### config.mk
export PLATFORM = sky130hd
export DESIGN_NAME = atan2_rational_approx
export DESIGN_NICKNAME = d
export VERILOG_FILES = /design/src/rtl/atan2_pkg.sv /design/src/rtl/atan2_div_stage.sv /design/src/rtl/atan2_rational_approx.sv
export VERILOG_INCLUDE_DIRS = /design/src /design/src/rtl
export SDC_FILE = /design/constraint.sdc
export NUM_CORES = 2
export LEC_CHECK = 0
export CELL_PAD_IN_SITES_DETAIL_PLACEMENT = 1
export CELL_PAD_IN_SITES_GLOBAL_PLACEMENT = 2
export CORE_ASPECT_RATIO = 1.1
export CORE_MARGIN = 2
export CORE_UTILIZATION = 44
export CTS_CLUSTER_DIAMETER = 150
export DETAILED_ROUTE_END_ITERATION = 6
export DONT_BUFFER_PORTS = 1
export PLACE_DENSITY = 0.81
export SETUP_SLACK_MARGIN = 0.5
export SYNTH_ARGS = -nofsm -noshare
export SYNTH_HDL_FRONTEND = slang
export SYNTH_SLANG_ARGS = --single-unit
### constraint.sdc
create_clock -name clk -period 41.3 [get_ports clk]
set_clock_uncertainty 0.15 [all_clocks]
set_input_delay 4.13 -clock clk [delete_from_list [all_inputs] [get_ports clk]]
set_output_delay 4.13 -clock clk [all_outputs]
set_load 0.05 [all_outputs]
### src/rtl/assert_macros.svh
// Assertion macros shared by the RTL.
`ifndef ASSERT_MACROS_SVH
`define ASSERT_MACROS_SVH
// Implication checked on every clock edge outside reset.
`define AST_IMPL(label, clk, rst_n, cond, prop, msg) \
	label: assert property (@(posedge clk) disable iff (!rst_n) (cond) |-> (prop)) \
		else $error(msg);
// Next-cycle implication.
`define AST_NEXT(label, clk, rst_n, cond, prop, msg) \
	label: assert property (@(posedge clk) disable iff (!rst_n) (cond) |=> (prop)) \
		else $error(msg);
`endif

### src/rtl/atan2_pkg.sv
// Shared types and constants for the atan2 pipeline.
package atan2_pkg;
	// pi scaled by 2^62
	localparam logic [63:0] PI_Q62 = 64'hC90FDAA22168C235;
	localparam int NUM_K = 25;
	localparam int DEN_K = 7;

	// Per-item control that rides along with the divider.
	typedef struct packed {
		logic xzero;
		logic yzero;
		logic xneg;
		logic yneg;
		logic steep;
		logic pneg;
	} ctl_t;
endpackage

### src/rtl/atan2_div_stage.sv
// One restoring-division step of the fraction divider, registered.
module atan2_div_stage #(
	parameter int NW = 72,
	parameter int QW = 13
) (
	input  logic          clk,
	input  logic          arst_n,
	input  logic          en,
	input  logic          vld_in,
	input  logic [NW-1:0] num_in,
	input  logic [NW-1:0] den_in,
	input  logic [QW-1:0] q_in,
	input  atan2_pkg::ctl_t ctl_in,
	output logic          vld_out,
	output logic [NW-1:0] num_out,
	output logic [NW-1:0] den_out,
	output logic [QW-1:0] q_out,
	output atan2_pkg::ctl_t ctl_out
);
	logic [NW:0] sh;
	logic        ge;

	always_comb begin
		sh = {num_in, 1'b0};
		ge = (sh >= {1'b0, den_in});
	end

	always_ff @(posedge clk or negedge arst_n) begin
		if (!arst_n) begin
			vld_out <= 1'b0;
		end else if (en) begin
			vld_out <= vld_in;
		end
	end

	always_ff @(posedge clk) begin
		if (en) begin
			num_out <= ge ? NW'(sh - {1'b0, den_in}) : sh[NW-1:0];
			den_out <= den_in;
			q_out   <= {q_in[QW-2:0], ge};
			ctl_out <= ctl_in;
		end
	end
endmodule

### src/rtl/atan2_rational_approx.sv
// Top level: pipelined four-quadrant atan2 by z/(1+0.28z^2).
//
// Channel  Dir  Handshake           Payload
// in       in   in_valid/in_ready   x_coord, y_coord
// out      out  out_valid/out_ready angle
//
// One item per cycle sustained unless out_ready stalls the output.
// Stages: magnitudes, squares, scaled sums, then one restoring
// division step per stage, then sign and quadrant correction.
// The whole pipe advances when the output stage is empty or taken,
// so a stall freezes every stage and nothing is lost or repeated.
// Reset clears valid bits only.
`include "assert_macros.svh"
module atan2_rational_approx #(
	parameter int COORD_WIDTH = 16,
	parameter int FRAC_BITS   = 13
) (
	input  logic                         clk,
	input  logic                         arst_n,
	input  logic                         in_valid,
	output logic                         in_ready,
	input  logic signed [COORD_WIDTH-1:0] x_coord,
	input  logic signed [COORD_WIDTH-1:0] y_coord,
	output logic                         out_valid,
	input  logic                         out_ready,
	output logic signed [FRAC_BITS+2:0]  angle
);
	localparam int CW = COORD_WIDTH;
	localparam int MW = CW + 1;          // magnitude incl. most negative
	localparam int SW = 2 * MW;          // square / product
	localparam int NW = SW + 6;          // scaled sums, room for shift
	localparam int OW = FRAC_BITS + 3;
	localparam logic [63:0] PI_R = (atan2_pkg::PI_Q62 +
		(64'd1 << (61 - FRAC_BITS))) >> (62 - FRAC_BITS);
	localparam logic [63:0] HP_R = (atan2_pkg::PI_Q62 +
		(64'd1 << (62 - FRAC_BITS))) >> (63 - FRAC_BITS);
	localparam logic signed [OW-1:0] PI_Q = OW'(PI_R);
	localparam logic signed [OW-1:0] HALF_Q = OW'(HP_R);

	logic en;

	// stage 1: magnitudes and signs
	logic vld_s1;
	logic [MW-1:0] ax_s1, ay_s1;
	logic xn_s1, yn_s1;
	always_ff @(posedge clk or negedge arst_n) begin
		if (!arst_n) vld_s1 <= 1'b0;
		else if (en) vld_s1 <= in_valid;
	end
	always_ff @(posedge clk) begin
		if (en) begin
			xn_s1 <= x_coord[CW-1];
			yn_s1 <= y_coord[CW-1];
			ax_s1 <= x_coord[CW-1] ? MW'(-{x_coord[CW-1], x_coord}) : MW'({1'b0, x_coord});
			ay_s1 <= y_coord[CW-1] ? MW'(-{y_coord[CW-1], y_coord}) : MW'({1'b0, y_coord});
		end
	end

	// stage 2: squares and cross product (one multiply each)
	logic vld_s2;
	logic [SW-1:0] xx_s2, yy_s2, xy_s2;
	atan2_pkg::ctl_t ctl_s2;
	always_ff @(posedge clk or negedge arst_n) begin
		if (!arst_n) vld_s2 <= 1'b0;
		else if (en) vld_s2 <= vld_s1;
	end
	always_ff @(posedge clk) begin
		if (en) begin
			xx_s2 <= ax_s1 * ax_s1;
			yy_s2 <= ay_s1 * ay_s1;
			xy_s2 <= ax_s1 * ay_s1;
			ctl_s2.xzero <= (ax_s1 == '0);
			ctl_s2.yzero <= (ay_s1 == '0);
			ctl_s2.xneg  <= xn_s1;
			ctl_s2.yneg  <= yn_s1;
			ctl_s2.steep <= !(ay_s1 < ax_s1);
			ctl_s2.pneg  <= (xn_s1 != yn_s1) && (ay_s1 != '0);
		end
	end

	// stage 3: numerator 25xy, denominator 25a^2 + 7b^2 (constant multiplies)
	logic vld_s3;
	logic [NW-1:0] num_s3, den_s3;
	atan2_pkg::ctl_t ctl_s3;
	logic [SW-1:0] big, sml;
	always_comb begin
		big = ctl_s2.steep ? yy_s2 : xx_s2;
		sml = ctl_s2.steep ? xx_s2 : yy_s2;
	end
	always_ff @(posedge clk or negedge arst_n) begin
		if (!arst_n) vld_s3 <= 1'b0;
		else if (en) vld_s3 <= vld_s2;
	end
	always_ff @(posedge clk) begin
		if (en) begin
			num_s3 <= NW'(xy_s2) * NW'(atan2_pkg::NUM_K);
			den_s3 <= NW'(big) * NW'(atan2_pkg::NUM_K) + NW'(sml) * NW'(atan2_pkg::DEN_K);
			ctl_s3 <= ctl_s2;
		end
	end

	// division chain: one quotient bit per stage
	logic [FRAC_BITS:0] dv_vld;
	logic [NW-1:0] dv_num [FRAC_BITS+1];
	logic [NW-1:0] dv_den [FRAC_BITS+1];
	logic [FRAC_BITS-1:0] dv_q [FRAC_BITS+1];
	atan2_pkg::ctl_t dv_ctl [FRAC_BITS+1];
	assign dv_vld[0] = vld_s3;
	assign dv_num[0] = num_s3;
	assign dv_den[0] = den_s3;
	assign dv_q[0]   = '0;
	assign dv_ctl[0] = ctl_s3;
	for (genvar i = 0; i < FRAC_BITS; i++) begin : g_div
		atan2_div_stage #(.NW(NW), .QW(FRAC_BITS)) u_stage (
			.clk(clk), .arst_n(arst_n), .en(en),
			.vld_in(dv_vld[i]), .num_in(dv_num[i]), .den_in(dv_den[i]),
			.q_in(dv_q[i]), .ctl_in(dv_ctl[i]),
			.vld_out(dv_vld[i+1]), .num_out(dv_num[i+1]), .den_out(dv_den[i+1]),
			.q_out(dv_q[i+1]), .ctl_out(dv_ctl[i+1])
		);
	end

	// final stage: sign and quadrant correction into the output register
	atan2_pkg::ctl_t c;
	logic signed [OW-1:0] sq, res;
	always_comb begin
		c  = dv_ctl[FRAC_BITS];
		sq = c.pneg ? -OW'(dv_q[FRAC_BITS]) : OW'(dv_q[FRAC_BITS]);
		if (c.xzero) begin
			res = c.yzero ? '0 : (c.yneg ? -HALF_Q : HALF_Q);
		end else if (!c.steep) begin
			res = sq;
			if (c.xneg) res = c.yneg ? sq - PI_Q : sq + PI_Q;
		end else begin
			res = HALF_Q - sq;
			if (c.yneg) res = res - PI_Q;
		end
	end

	assign en       = !out_valid || out_ready;
	assign in_ready = en;

	always_ff @(posedge clk or negedge arst_n) begin
		if (!arst_n) out_valid <= 1'b0;
		else if (en) out_valid <= dv_vld[FRAC_BITS];
	end
	always_ff @(posedge clk) begin
		if (en) angle <= res;
	end

	`AST_NEXT(a_stall_holds, clk, arst_n, out_valid && !out_ready, $stable(angle) && out_valid, "output changed during stall")
	`AST_IMPL(a_ready_follows, clk, arst_n, 1'b1, in_ready == (!out_valid || out_ready), "in_ready mismatch")
	`AST_NEXT(a_frozen_pipe, clk, arst_n, !en, $stable(vld_s3) && $stable(dv_vld), "pipe moved while stalled")
endmodule
Yosys cells after proc, flatten, opt, wreduce, memory -nomap -nowiden
Cells that the tools add are included.
{"block": "op_classes", "n_eq_ne": 1, "n_addsub": 20, "order_cmp": 14, "shift": 0, "n_bitwise": 0, "div_mod_pow": 0, "reduce_logical": 7, "n_mul": 6, "n_mux": 24}
{"cell": "$ge A41 B40 Y1", "count": 12}
{"cell": "$mux W40", "count": 12}
{"cell": "$sub A40 B40 Y40", "count": 12}
{"cell": "$mux W16", "count": 8}
{"cell": "$mul A17 B17 Y34", "count": 3}
{"cell": "$mul A34 B5 Y39 const B", "count": 2}
{"cell": "$mux W34", "count": 2}
{"cell": "$add A39 B37 Y40", "count": 1}
{"cell": "$ge A40 B40 Y1", "count": 1}
{"cell": "$mul A34 B3 Y37 const B", "count": 1}
{"cell": "$logic_not A17 Y1", "count": 2}
{"cell": "$neg A17 Y17", "count": 2}
{"cell": "$sub A16 B16 Y16 const B", "count": 2}
{"cell": "$mux W15", "count": 2}
{"cell": "$lt A17 B17 Y1", "count": 1}
{"cell": "$reduce_bool A17 Y1", "count": 1}
{"cell": "$add A16 B16 Y16 const B", "count": 1}
{"cell": "$neg A13 Y16", "count": 1}
{"cell": "$sub A15 B16 Y16 const A", "count": 1}
{"cell": "$logic_not A1 Y1", "count": 2}
{"cell": "$logic_and A1 B1 Y1", "count": 1}
{"cell": "$logic_or A1 B1 Y1", "count": 1}
{"cell": "$ne A1 B1 Y1", "count": 1}
{"block": "totals", "romBits": 0, "memories": 0, "latchBits": 0, "out_inout_bits": 18, "word_cells": 240, "inputBits": 36, "ramBits": 0, "regBits": 1391}

Logic depth before layout (Yosys ltp)
{"block": "depth", "depth_word": 7, "ltp_mapped": 26, "mapped_depth_nobuf": 25}

Cells and area by module
A second synthesis with hierarchy kept.
{"block": "unflattened", "cells_unflattened": 11797, "area_unflattened_um2": 122465.0}
{"module": "atan2_div_stage (g_div[0].u_stage ...)", "area_each_um2": 5876.9, "cells_each": 542, "seq_area_each_um2": 2997.9, "n_inst": 12}
{"module": "atan2_rational_approx", "area_each_um2": 45962.8, "cells_each": 4748, "seq_area_each_um2": 7397.1, "n_inst": 1}
{"module": "atan2_div_stage (g_div[2].u_stage)", "area_each_um2": 5979.5, "cells_each": 545, "seq_area_each_um2": 2997.9, "n_inst": 1}

Worst setup path after synthesis
No wires, ideal clock.
{"block": "synth_timing", "path_type": "input -> output", "start": "input out_ready", "end": "output in_ready", "n_path_buf": 2, "stages": 4, "slack_ps": 5827, "required_time_ps": 37020, "arrival_ps": 31193, "cell_sequence": "nor2b_1 -> clkbuf_1 -> buf_1 -> inv_1"}
{"block": "synth_between", "elab_chain_len": 1}
{"item": "start: declaration", "line": "atan2_rational_approx.sv:25", "text": "input logic out_ready,"}
{"item": "$logic_or A1 B1 Y1", "line": "atan2_rational_approx.sv:140", "text": "assign en = !out_valid || out_ready;"}
{"item": "end: declaration", "line": "atan2_rational_approx.sv:21", "text": "output logic in_ready,"}
No other way between the ends.

Worst setup path in the final report
Ends and elaborated chain as after synthesis.

==> results.toml <==
[sta]
maxSlewHeadroom_pct = 12.62
tns_ns = 0
max_freq_mhz = 103.8
finalHoldViolations = 0
post-route-min-period_ns = 9.633
drv_slew = 0
whs_ns = 0.2615
tightest_slew_ns = 1.309
finalSetupViolations = 0
rsz0062_at_grt = "false"
fin_crit_sh_pct = 23.32

[clock_tree]
cts_buffer_depth = 4
hold_buffers = 0
cts_setup_buffers = 0
clock-sinks = 1389
cts.repair.resized = 0
cts_buffers = 169
cts_root_buffer = "clkbuf_16"
cts_tree = "yes"
cts_max_level = 4
path_clk_slew_ns = 0.06
insertion_delay_ns = 0.88

[floorplanning]
ioPinCount = 54
fp.dieW_um = 488.5
chipHeight_um = 536.9
core_area_mm2 = 0.2567
die_area_mm2 = 0.2623
start_util_pct = 44.26
row_count = 195

[final_layout]
final_common_cell = "inv_1"
nNetsFinal = 12870
drive_above_1_share_pct = 6.023
fillers = 28110
final_cell_mix = "inv_1 (1,858), edfxtp_1 (1,372), ha_1 (1,109)"
area_growth_pct = 8.107
register_area_mm2 = 0.04162
multi_input_comb_area_mm2 = 0.06383
finish.utilization_pct = 47.85

[setup_path]
crit_arrival_ns = 5.35
rr_endpoint = "xx_s2[33]"
cp_num_cells = 2
r2r_start = "ax_s1[7]"
critical_path.cell_chain = "nor2b_2, inv_8"
crit_path_start_kind = "input pin"
reg2reg_depth = 26
reg2reg_setup_slack_ns = 33.03
cpLargestDelayFamily = "simple AND/OR/NAND/NOR gates"
crit_required_ns = 37.02
crit_path_max_incr_delay_ns = 0.73
critical_path_buf_inv_count = 1
critPathCaptureType = "output port"
cp_slowest_cell = "nor2b_2"
criticalPathCategory = "input pin to output port"
critPathMaxFanout = 64

[synth]
synth_area_per_cell_um2 = 10.33
netlist_instances = 11000
synth_seq_cells = 1389
synth_edf_count = 1372
netlist_area_mm2 = 0.1136
seq_area_frac_synth_pct = 36.64
ys_types = 110
synth_ff_type = "edfxtp_1"
async_flop_share_pct = 1.224
ys_warn_count = 0

[route]
drt-pass1-iter-count = 5
routed_wl_um = 311800
drt_iter0_markers = 3944
ant_nets = 0
avgViaCountPerCell = 5.455
drc_errors = 0
vias = 79250
post_drt_wl_per_cell_um = 21.46

[placement]
post-dp-hpwl_um = 245200
portBuffers = 0
place_congestion = 0.8859

[global_routing]
grt_pass1_vias = 84840
grt_pass1_wl_um = 485100
grt_remaining_overflow = 0
track_usage_pct = 23.74
grt_max_degree = 171
antenna_found_initial = 6

[status]
outcome = "finished, final reports clean"

[worst_hold_path]
hold_path.class = "flop to flop"
hold_depth = 0
min_from = "g_div[9].u_stage.q_out[3]"
holdPathEnd = "g_div[10].u_stage.q_out[4]"

[run]
drv_cap = 0
metrics by stage:
stage	worst slack [ns]	instance area (um2)	std cells
after floorplan	5.827	113600	11000
final	31.67	122800	14530
after global routing	31.57	122800	14530
after CTS	31.62	122800	14520
after global placement	31.73	117400	14230
after detailed placement	31.64	117400	14230
logic make-up after synthesis:
| group | Yosys count | share of synthesized area, % |
|---|---|---|
| AO/OA/AOI/OAI | 2258 | 12.74 |
| multiplexers | 263 | 2.690 |
| other | 2 | 0.006611 |
| adder cells (fa/ha/maj) | 1882 | 25.84 |
| XOR/XNOR | 614 | 4.740 |
| AND/OR/NAND/NOR | 2423 | 10.07 |
| flip-flops | 1389 | 36.64 |
| buffers and inverters | 2169 | 7.268 |
flip-flops by register name, summed over array words and instances (netlist names):
| signal | cells |
|---|---|
| angle | 16 |
| g_div.u_stage.q_out | 91 |
| ay_s1 | 17 |
| ctl_s3 | 6 |
| vld_s1 | 1 |
| yn_s1 | 1 |
| xx_s2 | 33 |
| ax_s1 | 17 |
| g_div.u_stage.num_out | 480 |
| xy_s2 | 34 |
| g_div.u_stage.den_out | 480 |
| den_s3 | 40 |
| vld_s2 | 1 |
| g_div.u_stage.ctl_out | 78 |
| vld_s3 | 1 |
| g_div.u_stage.vld_out | 13 |
| ctl_s2 | 6 |
| num_s3 | 39 |
| xn_s1 | 1 |
| out_valid | 1 |
| yy_s2 | 33 |
cells in the mapped netlist (19+ instances only):
cell type	count	share of area, %
edfxtp_1	1372	36
and2_1	202	1.1
a211oi_1	65	0.43
o21a_1	101	0.67
mux2i_1	33	0.29
o31ai_1	57	0.38
a31oi_1	63	0.35
xnor2_1	413	3.2
mux2_4	36	0.48
o211ai_1	42	0.28
nor2b_1	91	0.50
o21ai_0	525	2.3
or3_1	46	0.25
inv_1	1859	6.1
a211o_1	25	0.19
fa_1	773	14
a21o_1	331	2.2
nand4_1	92	0.51
nor4_1	34	0.19
a31o_2	21	0.16
a221oi_1	19	0.15
a21oi_1	661	2.9
and3_1	68	0.37
nor3_1	134	0.59
o31a_1	23	0.18
buf_2	30	0.13
ha_1	1109	12
nor2_1	552	1.8
o41ai_1	20	0.15
xor2_1	200	1.5
nand3_1	161	0.71
nand2_1	844	2.8
clkbuf_1	244	0.81
a21boi_0	25	0.17
nand2b_1	89	0.49
or2_2	38	0.21
mux2_2	193	1.9
o21bai_1	70	0.46
per-layer routing:
layer  GRT usage, %  wire [um]  up-vias
met5              0          0        -
met4          8.473      11770        0
met3          2.018       8461      408
met2          43.94     163600     1086
met1          28.65     127900    40160
li1               -          -    37600
worst register-to-register path, cell delays in order (launching register included):
cell	delay (ns)
edfxtp_1	0.32
buf_4	0.39
clkinv_1	0.60
nor2_1	0.35
inv_1	0.10
fa_1	0.55
inv_1	0.06
fa_1	0.54
inv_1	0.05
fa_1	0.39
inv_1	0.07
fa_1	0.43
fa_1	0.55
inv_1	0.05
fa_1	0.47
inv_1	0.04
ha_1	0.34
a21o_1	0.20
a21o_1	0.19
a221oi_1	0.50
a21oi_1	0.23
o21a_1	0.29
a41oi_1	0.33
a21oi_1	0.15
a211oi_1	0.40
a21oi_1	0.14
xnor2_1	0.15
how the worst max path moves through the flow:
stage	from	end	slack, ns
after floorplan	out_ready	in_ready	5.83
after global placement	out_ready	in_ready	31.73
after detailed placement	out_ready	in_ready	31.64
after CTS	out_ready	in_ready	31.62
after global routing	out_ready	in_ready	31.57
final	out_ready	in_ready	31.67
layout make-up:
type	instances	share of cell area [%]
multi-input cells	7446	51.98
inverters	1871	5.725
clock inverters	93	0.7906
well taps	3447	3.512
repair buffers	75	0.4788
clock buffers	201	3.610
diodes	7	0.01426
flip-flops and latches	1389	33.89
Power is left out: the tool's default activity adds up to more than one toggle a clock period on the data nets, which glitch-free logic cannot reach.
